## config.mk

```make
export PLATFORM = sky130hd
export DESIGN_NAME = infix_integer_expression_evaluator_flat
export DESIGN_NICKNAME = d
export VERILOG_FILES = /design/src/rtl/iee_pkg.sv /design/src/rtl/iee_in_if.sv /design/src/rtl/iee_out_if.sv /design/src/rtl/infix_integer_expression_evaluator.sv /design/src/rtl/iee_front.sv /design/src/rtl/iee_queue.sv /design/src/rtl/iee_alu.sv /design/src/rtl/iee_back.sv /design/src/flat_wrapper.sv
export SDC_FILE = /design/constraint.sdc
export NUM_CORES = 1
export LEC_CHECK = 0
export BUFFER_PORTS_ARGS = -buffer_cell sky130_fd_sc_hd__buf_2
export CORE_MARGIN = 2
export CORE_UTILIZATION = 36
export CTS_BUF_LIST = sky130_fd_sc_hd__clkbuf_8
export DETAILED_ROUTE_END_ITERATION = 8
export GPL_TIMING_DRIVEN = 0
export SETUP_SLACK_MARGIN = 0.15
export SLEW_MARGIN = 20
export SYNTH_ARGS = -nofsm -noshare
export SYNTH_HDL_FRONTEND = slang
export SYNTH_SLANG_ARGS = --single-unit
```

## constraint.sdc

```tcl
create_clock -name clk -period 8 [get_ports clk]
set_input_delay 0.8 -clock clk [delete_from_list [all_inputs] [get_ports clk]]
set_output_delay 0.8 -clock clk [all_outputs]
set_load 0.02 [all_outputs]
```

## src/rtl/iee_pkg.sv

```systemverilog
// ----------------------------------------------------------------------------
// iee_pkg: shared types and constants
// Token format, operator codes and character codes for the expression
// evaluator.
// ----------------------------------------------------------------------------
`default_nettype none
package iee_pkg;

  localparam int OUT_WIDTH = 32;
  localparam int CHAR_WIDTH = 8;
  localparam int QUEUE_DEPTH = 2;

  localparam logic [7:0] CH_PLUS  = 8'h2B;
  localparam logic [7:0] CH_MINUS = 8'h2D;
  localparam logic [7:0] CH_STAR  = 8'h2A;
  localparam logic [7:0] CH_SLASH = 8'h2F;
  localparam logic [7:0] CH_SPACE = 8'h20;
  localparam logic [7:0] CH_ZERO  = 8'h30;
  localparam logic [7:0] CH_NINE  = 8'h39;

  typedef enum logic [1:0] {
    OP_ADD = 2'd0,
    OP_SUB = 2'd1,
    OP_MUL = 2'd2,
    OP_DIV = 2'd3
  } op_t;

  typedef enum logic [1:0] {
    TK_OTHER = 2'd0,
    TK_DIGIT = 2'd1,
    TK_OP    = 2'd2
  } tok_kind_t;

  typedef struct packed {
    tok_kind_t   kind;
    logic [3:0]  digit;
    op_t         op;
    logic        last;
  } token_t;

endpackage
`default_nettype wire

```

## src/rtl/iee_in_if.sv

```systemverilog
// ----------------------------------------------------------------------------
// iee_in_if: character input channel
// Carries one character and its end-of-expression mark per word.
// ----------------------------------------------------------------------------
`default_nettype none
interface iee_in_if;
  logic       valid;
  logic       ready;
  logic [7:0] char_code;
  logic       last;

  modport source (output valid, output char_code, output last, input ready);
  modport sink   (input valid, input char_code, input last, output ready);
endinterface
`default_nettype wire

```

## src/rtl/iee_out_if.sv

```systemverilog
// ----------------------------------------------------------------------------
// iee_out_if: result output channel
// Carries one evaluated expression and its status flags per word.
// ----------------------------------------------------------------------------
`default_nettype none
interface iee_out_if;
  logic               valid;
  logic               ready;
  logic signed [31:0] value;
  logic               div_by_zero;
  logic               malformed;

  modport source (output valid, output value, output div_by_zero, output malformed,
                  input ready);
  modport sink   (input valid, input value, input div_by_zero, input malformed,
                  output ready);
endinterface
`default_nettype wire

```

## src/rtl/infix_integer_expression_evaluator.sv

```systemverilog
// ----------------------------------------------------------------------------
// infix_integer_expression_evaluator: two-stack infix evaluator
// Evaluates + - * / expressions over decimal integers, one character a word.
// ----------------------------------------------------------------------------
// A digit or ignored character is absorbed while the evaluator is idle; an
// operator goes to a decide step and, for each reduction that it triggers
// (at most two), through the shared arithmetic unit, which multiplies and
// divides one bit per cycle. The last character adds its reductions, a step
// to close a number that it ends as a digit, a step to decide and a step to
// load the result register. A classifier stage and a two-word token queue
// let characters be taken while the evaluator is busy; a result waiting at
// the output holds the evaluator only once the next expression is complete,
// and input then continues until the classifier and the queue are full.
`default_nettype none
module infix_integer_expression_evaluator #(
  parameter int VALUE_WIDTH = 32
) (
  input  wire       clk,
  input  wire       rst,
  iee_in_if.sink    in_ch,
  iee_out_if.source out_ch
);
  import iee_pkg::*;

  token_t f_tok, q_tok;
  logic   f_valid, f_ready, q_valid, q_ready;

  iee_front u_front (
    .clk       (clk),
    .rst       (rst),
    .in_ch     (in_ch),
    .tok       (f_tok),
    .tok_valid (f_valid),
    .tok_ready (f_ready)
  );

  iee_queue u_queue (
    .clk      (clk),
    .rst      (rst),
    .wr_tok   (f_tok),
    .wr_valid (f_valid),
    .wr_ready (f_ready),
    .rd_tok   (q_tok),
    .rd_valid (q_valid),
    .rd_ready (q_ready)
  );

  iee_back #(.W(VALUE_WIDTH)) u_back (
    .clk       (clk),
    .rst       (rst),
    .tok       (q_tok),
    .tok_valid (q_valid),
    .tok_ready (q_ready),
    .out_ch    (out_ch)
  );
endmodule
`default_nettype wire

```

## src/rtl/iee_front.sv

```systemverilog
// ----------------------------------------------------------------------------
// iee_front: character classifier
// Accepts characters and registers them as digit, operator or other tokens.
// ----------------------------------------------------------------------------
`default_nettype none
module iee_front (
  input  wire                  clk,
  input  wire                  rst,
  iee_in_if.sink               in_ch,
  output iee_pkg::token_t      tok,
  output logic                 tok_valid,
  input  wire                  tok_ready
);
  import iee_pkg::*;

  token_t tok_class;

  always_comb begin
    tok_class.kind  = TK_OTHER;
    tok_class.digit = 4'(in_ch.char_code - CH_ZERO);
    tok_class.op    = OP_ADD;
    tok_class.last  = in_ch.last;
    if (in_ch.char_code >= CH_ZERO && in_ch.char_code <= CH_NINE) begin
      tok_class.kind = TK_DIGIT;
    end else begin
      priority case (in_ch.char_code)
        CH_PLUS:  begin tok_class.kind = TK_OP; tok_class.op = OP_ADD; end
        CH_MINUS: begin tok_class.kind = TK_OP; tok_class.op = OP_SUB; end
        CH_STAR:  begin tok_class.kind = TK_OP; tok_class.op = OP_MUL; end
        CH_SLASH: begin tok_class.kind = TK_OP; tok_class.op = OP_DIV; end
        default:  tok_class.kind = TK_OTHER;
      endcase
    end
  end

  assign in_ch.ready = !tok_valid || tok_ready;

  always_ff @(posedge clk) begin
    if (rst) begin
      tok_valid <= 1'b0;
    end else if (in_ch.ready) begin
      tok_valid <= in_ch.valid;
    end
    if (in_ch.valid && in_ch.ready) begin
      tok <= tok_class;
    end
  end
endmodule
`default_nettype wire

```

## src/rtl/iee_queue.sv

```systemverilog
// ----------------------------------------------------------------------------
// iee_queue: token queue
// Two-entry queue that decouples the classifier from the evaluator.
// ----------------------------------------------------------------------------
`default_nettype none
module iee_queue (
  input  wire              clk,
  input  wire              rst,
  input  iee_pkg::token_t  wr_tok,
  input  wire              wr_valid,
  output logic             wr_ready,
  output iee_pkg::token_t  rd_tok,
  output logic             rd_valid,
  input  wire              rd_ready
);
  import iee_pkg::*;

  localparam int PtrW = $clog2(QUEUE_DEPTH);

  token_t             slots [QUEUE_DEPTH];
  logic [PtrW-1:0]    wr_ptr;
  logic [PtrW-1:0]    rd_ptr;
  logic [PtrW:0]      fill;
  logic               do_wr;
  logic               do_rd;

  assign wr_ready = (fill != (PtrW+1)'(QUEUE_DEPTH));
  assign rd_valid = (fill != '0);
  assign rd_tok   = slots[rd_ptr];
  assign do_wr    = wr_valid && wr_ready;
  assign do_rd    = rd_valid && rd_ready;

  always_ff @(posedge clk) begin
    if (rst) begin
      wr_ptr <= '0;
      rd_ptr <= '0;
      fill   <= '0;
    end else begin
      if (do_wr) wr_ptr <= wr_ptr + 1'b1;
      if (do_rd) rd_ptr <= rd_ptr + 1'b1;
      if (do_wr && !do_rd) fill <= fill + 1'b1;
      else if (!do_wr && do_rd) fill <= fill - 1'b1;
    end
    if (do_wr) slots[wr_ptr] <= wr_tok;
  end

`ifndef SYNTH
  a_no_overflow: assert property (@(posedge clk) disable iff (rst)
    fill <= (PtrW+1)'(QUEUE_DEPTH))
    else $error("token queue fill out of range");
  a_fill_track: assert property (@(posedge clk) disable iff (rst)
    (do_wr && !do_rd) |=> (fill == $past(fill) + 1'b1))
    else $error("token queue fill did not count a write");
  a_ptr_gap: assert property (@(posedge clk) disable iff (rst)
    (fill == '0 || fill == (PtrW+1)'(QUEUE_DEPTH)) |-> (wr_ptr == rd_ptr))
    else $error("token queue pointers disagree with fill");
`endif
endmodule
`default_nettype wire

```

## src/rtl/iee_alu.sv

```systemverilog
// ----------------------------------------------------------------------------
// iee_alu: iterative arithmetic unit
// Add and subtract finish in the cycle after start; multiply by shift-add and
// divide by restoring division, one bit per cycle.
// ----------------------------------------------------------------------------
`default_nettype none
module iee_alu #(
  parameter int W = 32
) (
  input  wire             clk,
  input  wire             rst,
  input  wire             start,
  input  iee_pkg::op_t    op,
  input  wire  [W-1:0]    a,
  input  wire  [W-1:0]    b,
  output logic            done,
  output logic [W-1:0]    res,
  output logic            dz
);
  import iee_pkg::*;

  localparam int CW = $clog2(W+1);

  logic          busy;
  op_t           opr;
  logic [CW-1:0] cnt;
  logic [W-1:0]  x;
  logic [W-1:0]  y;
  logic [W-1:0]  acc;
  logic          neg;
  logic [W-1:0]  acc_step;
  logic [W:0]    rem_sh;
  logic          qbit;
  logic [W-1:0]  rem_step;
  logic [W-1:0]  q_step;

  always_comb begin
    acc_step = y[0] ? acc + x : acc;
    rem_sh   = {acc, x[W-1]};
    qbit     = (rem_sh >= {1'b0, y});
    rem_step = qbit ? W'(rem_sh - {1'b0, y}) : rem_sh[W-1:0];
    q_step   = {x[W-2:0], qbit};
  end

  always_ff @(posedge clk) begin
    if (rst) begin
      busy <= 1'b0;
      done <= 1'b0;
    end else begin
      done <= 1'b0;
      if (start) begin
        opr <= op;
        dz  <= 1'b0;
        unique case (op)
          OP_ADD: begin res <= a + b; done <= 1'b1; end
          OP_SUB: begin res <= a - b; done <= 1'b1; end
          OP_MUL: begin
            x <= a; y <= b; acc <= '0; cnt <= CW'(W); busy <= 1'b1;
          end
          OP_DIV: begin
            if (b == '0) begin
              res <= '0; dz <= 1'b1; done <= 1'b1;
            end else begin
              // Work on magnitudes; the quotient forms in x, the remainder in acc.
              x   <= a[W-1] ? W'(-a) : a;
              y   <= b[W-1] ? W'(-b) : b;
              acc <= '0;
              neg <= a[W-1] ^ b[W-1];
              cnt <= CW'(W);
              busy <= 1'b1;
            end
          end
          default: done <= 1'b1;
        endcase
      end else if (busy) begin
        cnt <= cnt - 1'b1;
        if (opr == OP_MUL) begin
          acc <= acc_step;
          x   <= x << 1;
          y   <= y >> 1;
          if (cnt == CW'(1)) begin
            res <= acc_step; done <= 1'b1; busy <= 1'b0;
          end
        end else begin
          acc <= rem_step;
          x   <= q_step;
          if (cnt == CW'(1)) begin
            res <= neg ? W'(-q_step) : q_step; done <= 1'b1; busy <= 1'b0;
          end
        end
      end
    end
  end

`ifndef SYNTH
  a_no_start_busy: assert property (@(posedge clk) disable iff (rst)
    busy |-> !start)
    else $error("operation started while the unit was busy");
  a_done_once: assert property (@(posedge clk) disable iff (rst)
    done |=> !done)
    else $error("completion held for more than one cycle");
  a_dz_div: assert property (@(posedge clk) disable iff (rst)
    (done && dz) |-> (opr == OP_DIV && res == '0))
    else $error("zero-divisor flag without a zero quotient");
`endif
endmodule
`default_nettype wire

```

## src/rtl/iee_back.sv

```systemverilog
// ----------------------------------------------------------------------------
// iee_back: expression evaluator
// Runs the number and operator stacks, sequences reductions through the
// arithmetic unit and delivers the result word.
// ----------------------------------------------------------------------------
`default_nettype none
module iee_back #(
  parameter int W = 32
) (
  input  wire              clk,
  input  wire              rst,
  input  iee_pkg::token_t  tok,
  input  wire              tok_valid,
  output logic             tok_ready,
  iee_out_if.source        out_ch
);
  import iee_pkg::*;

  typedef enum logic [3:0] {
    S_IDLE  = 4'b0001,
    S_STEP  = 4'b0010,
    S_ALU   = 4'b0100,
    S_FINAL = 4'b1000
  } state_t;

  state_t       state;
  logic [W-1:0] n0, n1, n2;
  logic [1:0]   num_count;
  op_t          op0, op1;
  logic [1:0]   op_count;
  logic [W-1:0] acc;
  logic         in_number;
  logic         err_div, err_bad;
  op_t          pend_op;
  logic         pend_valid, pend_last;

  logic [W-1:0] acc_base, acc_mac;
  logic         push_en;
  logic         reduce_go;
  logic         alu_start, alu_done, alu_dz;
  logic [W-1:0] alu_res;
  logic [W-1:0] final_val;
  logic         out_free;

  assign tok_ready = (state == S_IDLE);
  assign out_free  = !out_ch.valid || out_ch.ready;

  always_comb begin
    acc_base = in_number ? acc : '0;
    acc_mac  = (acc_base << 3) + (acc_base << 1) + W'(tok.digit);
    push_en  = 1'b0;
    if (state == S_IDLE && tok_valid && tok.kind != TK_DIGIT && in_number) push_en = 1'b1;
    if (state == S_STEP && !pend_valid && pend_last && in_number) push_en = 1'b1;
    // Reduce while the top operator binds at least as tightly as the new one, or at the end.
    reduce_go = pend_valid ? (op_count != 2'd0 && op0[1] >= pend_op[1])
                           : (pend_last && !in_number && op_count != 2'd0);
    alu_start = (state == S_STEP) && reduce_go && (num_count >= 2'd2);
    final_val = (num_count == 2'd0) ? '0 : n0;
  end

  iee_alu #(.W(W)) u_alu (
    .clk   (clk),
    .rst   (rst),
    .start (alu_start),
    .op    (op0),
    .a     (n1),
    .b     (n0),
    .done  (alu_done),
    .res   (alu_res),
    .dz    (alu_dz)
  );

  generate
    if (W >= OUT_WIDTH) begin : g_trunc
      always_ff @(posedge clk) begin
        if (state == S_FINAL && out_free) out_ch.value <= final_val[OUT_WIDTH-1:0];
      end
    end else begin : g_sext
      always_ff @(posedge clk) begin
        if (state == S_FINAL && out_free) begin
          out_ch.value <= {{(OUT_WIDTH-W){final_val[W-1]}}, final_val};
        end
      end
    end
  endgenerate

  always_ff @(posedge clk) begin
    if (rst) begin
      state        <= S_IDLE;
      num_count    <= '0;
      op_count     <= '0;
      in_number    <= 1'b0;
      acc          <= '0;
      err_div      <= 1'b0;
      err_bad      <= 1'b0;
      pend_valid   <= 1'b0;
      pend_last    <= 1'b0;
      out_ch.valid <= 1'b0;
    end else begin
      // A new result may be loaded in the same cycle the old one is taken.
      out_ch.valid <= (state == S_FINAL && out_free) || (out_ch.valid && !out_ch.ready);
      unique case (state)
        S_IDLE: begin
          if (tok_valid) begin
            pend_op    <= tok.op;
            pend_valid <= (tok.kind == TK_OP);
            pend_last  <= tok.last;
            if (tok.kind == TK_DIGIT) begin
              acc       <= acc_mac;
              in_number <= 1'b1;
            end
            if (tok.kind == TK_OP || tok.last) state <= S_STEP;
          end
        end
        S_STEP: begin
          if (reduce_go) begin
            op_count <= op_count - 1'b1;
            op0      <= op1;
            if (num_count < 2'd2) err_bad <= 1'b1;
            else state <= S_ALU;
          end else if (pend_valid) begin
            pend_valid <= 1'b0;
            if (op_count == 2'd2) begin
              err_bad <= 1'b1;
            end else begin
              op1      <= op0;
              op0      <= pend_op;
              op_count <= op_count + 1'b1;
            end
            if (!pend_last) state <= S_IDLE;
          end else if (!in_number) begin
            state <= pend_last ? S_FINAL : S_IDLE;
          end
        end
        S_ALU: begin
          if (alu_done) begin
            n0        <= alu_res;
            n1        <= n2;
            num_count <= num_count - 1'b1;
            if (alu_dz) err_div <= 1'b1;
            state <= S_STEP;
          end
        end
        S_FINAL: begin
          if (out_free) begin
            out_ch.div_by_zero <= err_div;
            out_ch.malformed   <= err_bad || (num_count != 2'd1);
            num_count  <= '0;
            op_count   <= '0;
            err_div    <= 1'b0;
            err_bad    <= 1'b0;
            pend_last  <= 1'b0;
            state      <= S_IDLE;
          end
        end
        default: state <= S_IDLE;
      endcase
      if (push_en) begin
        in_number <= 1'b0;
        acc       <= '0;
        if (num_count == 2'd3) begin
          err_bad <= 1'b1;
        end else begin
          n2        <= n1;
          n1        <= n0;
          n0        <= acc;
          num_count <= num_count + 1'b1;
        end
      end
    end
  end

`ifndef SYNTH
  a_op_depth: assert property (@(posedge clk) disable iff (rst)
    op_count != 2'd3)
    else $error("operator stack overflow");
  a_alu_state: assert property (@(posedge clk) disable iff (rst)
    alu_done |-> (state == S_ALU))
    else $error("arithmetic result arrived outside the wait state");
  a_final_clear: assert property (@(posedge clk) disable iff (rst)
    (state == S_FINAL && out_free) |=>
      (num_count == 2'd0 && op_count == 2'd0 && out_ch.valid && state == S_IDLE))
    else $error("state not cleared after delivering a result");
  a_start_reduce: assert property (@(posedge clk) disable iff (rst)
    alu_start |=> (state == S_ALU))
    else $error("reduction started without waiting for the unit");
`endif
endmodule
`default_nettype wire
```

## src/flat_wrapper.sv

```systemverilog
// flat-port wrapper written by rule: the top's interface ports become plain ports
module infix_integer_expression_evaluator_flat import iee_pkg::*;
#(
  parameter int VALUE_WIDTH = 32
)
  (clk, rst, in_ch_valid, in_ch_char_code, in_ch_last, in_ch_ready, out_ch_valid, out_ch_value, out_ch_div_by_zero, out_ch_malformed, out_ch_ready);
  iee_in_if in_ch_i ();
  iee_out_if out_ch_i ();
  input  wire clk;
  input  wire rst;
  input wire logic [$bits(in_ch_i.valid)-1:0] in_ch_valid;
  input wire logic [$bits(in_ch_i.char_code)-1:0] in_ch_char_code;
  input wire logic [$bits(in_ch_i.last)-1:0] in_ch_last;
  output wire logic [$bits(in_ch_i.ready)-1:0] in_ch_ready;
  output wire logic [$bits(out_ch_i.valid)-1:0] out_ch_valid;
  output wire logic [$bits(out_ch_i.value)-1:0] out_ch_value;
  output wire logic [$bits(out_ch_i.div_by_zero)-1:0] out_ch_div_by_zero;
  output wire logic [$bits(out_ch_i.malformed)-1:0] out_ch_malformed;
  input wire logic [$bits(out_ch_i.ready)-1:0] out_ch_ready;
  assign in_ch_i.valid = in_ch_valid;
  assign in_ch_i.char_code = in_ch_char_code;
  assign in_ch_i.last = in_ch_last;
  assign in_ch_ready = in_ch_i.ready;
  assign out_ch_valid = out_ch_i.valid;
  assign out_ch_value = out_ch_i.value;
  assign out_ch_div_by_zero = out_ch_i.div_by_zero;
  assign out_ch_malformed = out_ch_i.malformed;
  assign out_ch_i.ready = out_ch_ready;
  infix_integer_expression_evaluator #(.VALUE_WIDTH(VALUE_WIDTH)) u_core (.clk(clk), .rst(rst), .in_ch(in_ch_i), .out_ch(out_ch_i));
endmodule
```

After elaboration in Yosys (flattened, before gate mapping)
Memories as Yosys holds them, arrays and structs flattened. A register that Yosys moved wholly into a read port is not among the register bits. Index checks and enable logic that the tools add are counted.

Reductions and logical operators: 64. Order comparisons: 6. Mux-type cells: 102. Shift-type cells: 0. Bitwise gates (word level): 6. Eq/ne operators: 36. $mul: 0. Div/mod/pow operators: 0. $add $sub $neg: 19.

Operators by type and width (count): $mux 32 (30); $pmux 32 s2 (3); $add 32x32->32 (3); $neg 32->32 (3); $pmux 32 s3 (1); $sub 32x32->32 (2); $mux 4 (10); $ge 33x32->1 (1); $add 32x4->32 (1); $eq 8x6->1 const B (4); $logic_not 32->1 (1); $mux 31 (1); $mux 1 (29); $mux 2 (14); $reduce_bool 2->1 (11); $reduce_and 4->1 (5); $logic_and 1x1->1 (18); $mux 6 (3); $reduce_and 3->1 (6); $pmux 4 s4 (1); $reduce_and 5->1 (3); $eq 2x2->1 const B (6); $ne 2x2->1 const B (6); $ne 3x3->1 const B (4); other kinds (34) (67).

Memories: 1. Register bits after elaboration: 336. Bits of input ports: 13. Word-level logic and storage cells: 271. Bits in read-only memories: 0. Bits in writable memories: 18. Latch bits: 0.

Memory list: u_core.u_queue.slots (words 2, width 9, rd ports 1, clocked after memory_dff 1, write ports 1, line iee_queue.sv:20) `token_t slots [QUEUE_DEPTH];`.

Depth between registers and ports, before layout
Word-level depth: 8. Gate-level depth with buffers: 22. Mapped depth without buffers: 19.

Cells and area by module
A second synthesis with hierarchy kept.

Cell total of the unflattened synthesis: 2623. Area total of the unflattened synthesis: 24958.9 sq um.

By module, submodules not included: iee_alu (area each 13634.3 sq um, instances 1, cells each 1616); iee_back (area each 10064.7 sq um, instances 1, cells each 931); iee_queue (area each 869.6 sq um, instances 1, cells each 52); iee_front (area each 390.4 sq um, instances 1, cells each 24).

Least setup slack after synthesis
Ideal clock, no wire load.

Path type: reg-to-reg. Start: register u_core.u_back.op0[1]. End: register u_core.u_back.u_alu.acc[0] (enable). Cell stages (with the launch flop): 11. Buffers on the path: 3. Slack: 2.591 ns. Arrival: 4.911 ns. Required time: 7.502 ns. Cell sequence: edfxtp_1 > clkbuf_1 > nor2b_1 > nor2_1 > a31oi_1 > nor3_2 > o21ai_1 > buf_2 > clkbuf_1 > a21oi_1 > nor2_1.

Longest elaborated chain between the ends: 7.

Ends and longest elaborated chain: start, declared (line iee_back.sv:29) `op_t op0, op1;`; start signal, assigned (line iee_back.sv:118) `op0 <= op1;`; start signal, assigned (line iee_back.sv:127) `op0 <= pend_op;`; $ge 1x1->1 (line iee_back.sv:55) `reduce_go = pend_valid ? (op_count != 2'd0 && op0[1] >= pend_op[1])`; $logic_and 1x1->1 (line iee_back.sv:55); $mux 1 (line iee_back.sv:55); $logic_and 1x1->1 (2 in a row) (line iee_back.sv:57) `alu_start = (state == S_STEP) && reduce_go && (num_count >= 2'd2);`; $ne 3x3->1 (no line), or another cell as far along; $reduce_and 4->1 (no line) (*); end signal, assigned (line iee_alu.sv:78) `acc <= acc_step;`; end signal, assigned (line iee_alu.sv:85) `acc <= rem_step;`; end, declared (line iee_alu.sv:29) `logic [W-1:0] acc;`.

Every way passes the cells marked *; elsewhere a longest branch is shown, timed or not. A chain may end at the register's enable or synchronous reset.

Final worst setup path
Start: register u_core.u_back.u_alu.x[31]. End: register u_core.u_back.u_alu.res[30], data pin.

Longest elaborated chain between the ends: 7.

Ends and longest elaborated chain: start, declared (line iee_alu.sv:27) `logic [W-1:0] x;`; start signal, assigned (line iee_alu.sv:65) `x <= a[W-1] ? W'(-a) : a;`; start signal, assigned (line iee_alu.sv:79) `x <= x << 1;`; start signal, assigned (line iee_alu.sv:86) `x <= q_step;`; $ge 33x32->1 (line iee_alu.sv:40) `qbit = (rem_sh >= {1'b0, y});`; $neg 32->32 (line iee_alu.sv:88) `res <= neg ? W'(-q_step) : q_step; done <= 1'b1; busy <= 1'b0;`; $mux 32 (line iee_alu.sv:88); $mux 32 (line iee_alu.sv:87) `if (cnt == CW'(1)) begin`; $mux 32 (line iee_alu.sv:77) `if (opr == OP_MUL) begin`; $mux 32 (line iee_alu.sv:75) `end else if (busy) begin`; $mux 32 (line iee_alu.sv:51) `if (start) begin`; end signal, assigned (line iee_alu.sv:55) `OP_ADD: begin res <= a + b; done <= 1'b1; end`; end signal, assigned (line iee_alu.sv:56) `OP_SUB: begin res <= a - b; done <= 1'b1; end`; end signal, assigned (line iee_alu.sv:88); end, declared (line iee_alu.sv:17) `output logic [W-1:0] res,`.

Every way passes these cells. The select of a mux whose other input is x is not followed.

==> reports/results.ini <==
[clock_tree]
cts_buffer_depth = 3
cts_tree = built
cts-root-buf = clkbuf_8
clock_latency_ns = 0.71
cts_setup_buffers = 0
cts_resized = 0
holdBufCountCts = 0
clkSinkCount = 355
htreeDepth = 2
clk_pin_slew_ns = 0.07
cts_inserted_buffers = 60

[global_route]
grt_overflow_total = 0
grt_pass1_vias = 19600
grt_pass1_wl_mm = 114
antenna_found_initial = 0
grt_max_degree = 35
gr-usage-all-layers = 0.210

[floorplan]
io_pins = 49
rows = 95
die_area_um2 = 70000
die_h_um = 265
initial_core_util = 0.364
core-area_um2 = 67200
fp.dieW_um = 265

[hold_path]
hold_path.class = primary input to flip-flop
hp-start = in_ch_last

[logic_synthesis]
synthesis.area_um2 = 24500
ys_seq_area_frac = 0.414
synth-seq-cells = 355
ys_warn_count = 0
synthArstFlopShare = 0
syn_area_per_cell_um2 = 9.42
synth_edf_count = 301
syn-instance-count = 2596
ys.flop_type = edfxtp_1
yosysUniqueCellTypes = 84
synthesis.nets = 2777

[drt]
num_vias = 20300
routed_wl_mm = 75.5
routedWlPerCell_um = 20.7
ant_nets = 0
drc = 0
vias_per_cell = 5.57
drtIter0Drc = 1842
drtPass1Iterations = 6

[final_layout]
syn_to_final_growth_pct = 11.4
fin_nets = 2897
antenna_cells = 0
drive_gt1_frac = 0.0791
seqCellArea_um2 = 10100
final_cells = 3641
nFillCells = 6565
final_cell_mix = edfxtp_1, nand2_1, nor2_1
design_area_um2 = 27200
multi_input_area_um2 = 13500
mostFrequentLayoutCell = edfxtp_1

[sta]
setup_viol = 0
slew_headroom = 0.276
skew_ns = 0.0554
tns_ns = 0
timing.fmax_ghz = 0.169
maxSlewViolCount = 0
min_period_ns = 5.90
hold_viol = 0
fin_crit_sh = 0.738
worst_slack_ns = 2.10
worstMarginPinSlew_ns = 1.08
rsz0062_at_grt = no

[setup_path]
crit_path_max_fanout = 10
required_ns = 8.37
crit_type = flip-flop to flip-flop
cp-end-kind = flip-flop
cp_data_arrival_time_ns = 6.27
cp-startpoint = u_core.u_back.u_alu.x[31]
r2r-start = u_core.u_back.u_alu.x[31]
critPathLaunchType = flip-flop

[power_and_ir_drop]
ir_worst_vdd_uv = 120
leakage_uw = 0.0109
pwr_density_cell_nw_per_um2 = 168

[placement]
port_buffers = 48
place_inst = 3527
pre_cts_ws_ns = 2.26
gp_congestion = 0.988
dpl-instance-area_um2 = 26000
dp_hpwl_mm = 59.1

[flow_run]
maxCapViolations = 0

[run_status]
status = finished clean

[area by class of cell]
type                    count  area share
multi-input cells        2020       0.496
clock inverters            51      0.0139
plain buffers             137      0.0202
flip-flops and latches    355       0.372
inverters                  84      0.0117
clock buffers              63      0.0318
well taps                 873      0.0401
repair buffers             58      0.0148
[sequential cells by signal (all words and copies together), names as in the netlist, 2 cells and up, named ones only]
name	flops
u_core.u_back.acc	32
u_core.u_back.n0	32
u_core.u_back.n1	32
u_core.u_back.n2	32
u_core.u_back.out_ch.value	32
u_core.u_back.u_alu.acc	32
u_core.u_back.u_alu.res	32
u_core.u_back.u_alu.x	32
u_core.u_back.u_alu.y	32
u_core.u_queue.slots	18
u_core.u_front.tok	9
u_core.u_back.u_alu.cnt	6
u_core.u_back.state	4
u_core.u_back.num_count	2
u_core.u_back.op0	2
u_core.u_back.op1	2
u_core.u_back.op_count	2
u_core.u_back.pend_op	2
u_core.u_back.u_alu.opr	2
u_core.u_queue.fill	2
[routing by layer]
| layer | GRT usage | up-vias | wire length [um] |
|---|---|---|---|
| li1 | - | 9723 | - |
| met1 | 0.286 | 9658 | 33700 |
| met2 | 0.342 | 748 | 34300 |
| met3 | 0.0276 | 140 | 4900 |
| met4 | 0.0768 | 0 | 2590 |
| met5 | 0 | - | 0 |
[report_power, final]
part,total (uW),switching [uW],internal (uW)
Combinational,678,420,258
Clock,1730,824,903
Sequential,2170,79.3,2090
[critical path, cell delays in order, from the launching register on]
cell,delay (ns)
edfxtp_1,0.52
inv_1,0.13
ha_1,0.22
nor2b_1,0.08
o31a_1,0.28
o31ai_2,0.41
a211o_1,0.25
a41o_1,0.27
a41o_1,0.18
buf_4,0.19
buf_4,0.24
clkbuf_1,0.59
ha_1,0.29
nand2_1,0.07
or2_2,0.33
nor3_1,0.45
nand3b_1,0.27
o31ai_1,0.30
xor2_1,0.25
o221ai_1,0.25
[per-stage QoR]
stage	hold WS [ns]	utilization	power [uW]
floorplan	0.409	-	2670
detailed placement	0.430	0.387	2870
global route	0.224	0.405	4750
global placement	0.427	0.384	2850
CTS	0.216	0.405	4590
finish	0.263	0.405	4570
[cell usage after synthesis (23+ instances only)]
cell / n / area, um^2
edfxtp_1: 301 / 9040
xor2_1: 109 / 955
xnor2_1: 118 / 1030
dfxtp_1: 54 / 1080
ha_1: 163 / 2040
a21oi_1: 215 / 1080
a31oi_1: 32 / 200
nand2b_1: 25 / 156
clkbuf_1: 108 / 405
nor3_1: 40 / 200
nand3_1: 28 / 140
and2_1: 40 / 250
o21ai_0: 157 / 786
a211oi_1: 30 / 225
nor2b_1: 50 / 313
nand2_1: 267 / 1000
mux2i_1: 95 / 951
or3_1: 23 / 144
inv_1: 83 / 312
a21o_1: 48 / 360
nor2_1: 255 / 957
[worst paths after layout]
path                            endpoint  slack [ns]  depth (start not counted)
max          u_core.u_back.u_alu.res[30]        2.10                         19
min                u_core.u_front.tok[0]        0.26                          1
max reg2reg  u_core.u_back.u_alu.res[30]        2.10                         19
min reg2reg   u_core.u_queue.slots[0][7]        0.44                          0
[cell families (layout without fill, tap and decap cells)]
kind of cell             after synthesis  count (layout)  synth area share
XOR/XNOR                             227             227            0.0813
adder cells (fa/ha/maj)              168             168            0.0875
AO/OA/AOI/OAI                        686             686             0.176
multiplexers                         110             110            0.0458
AND/OR/NAND/NOR                      829             829             0.160
buffers and inverters                221             393            0.0354
flip-flops                           355             355             0.414
No activity file was read; power rests on OpenSTA's default activity.
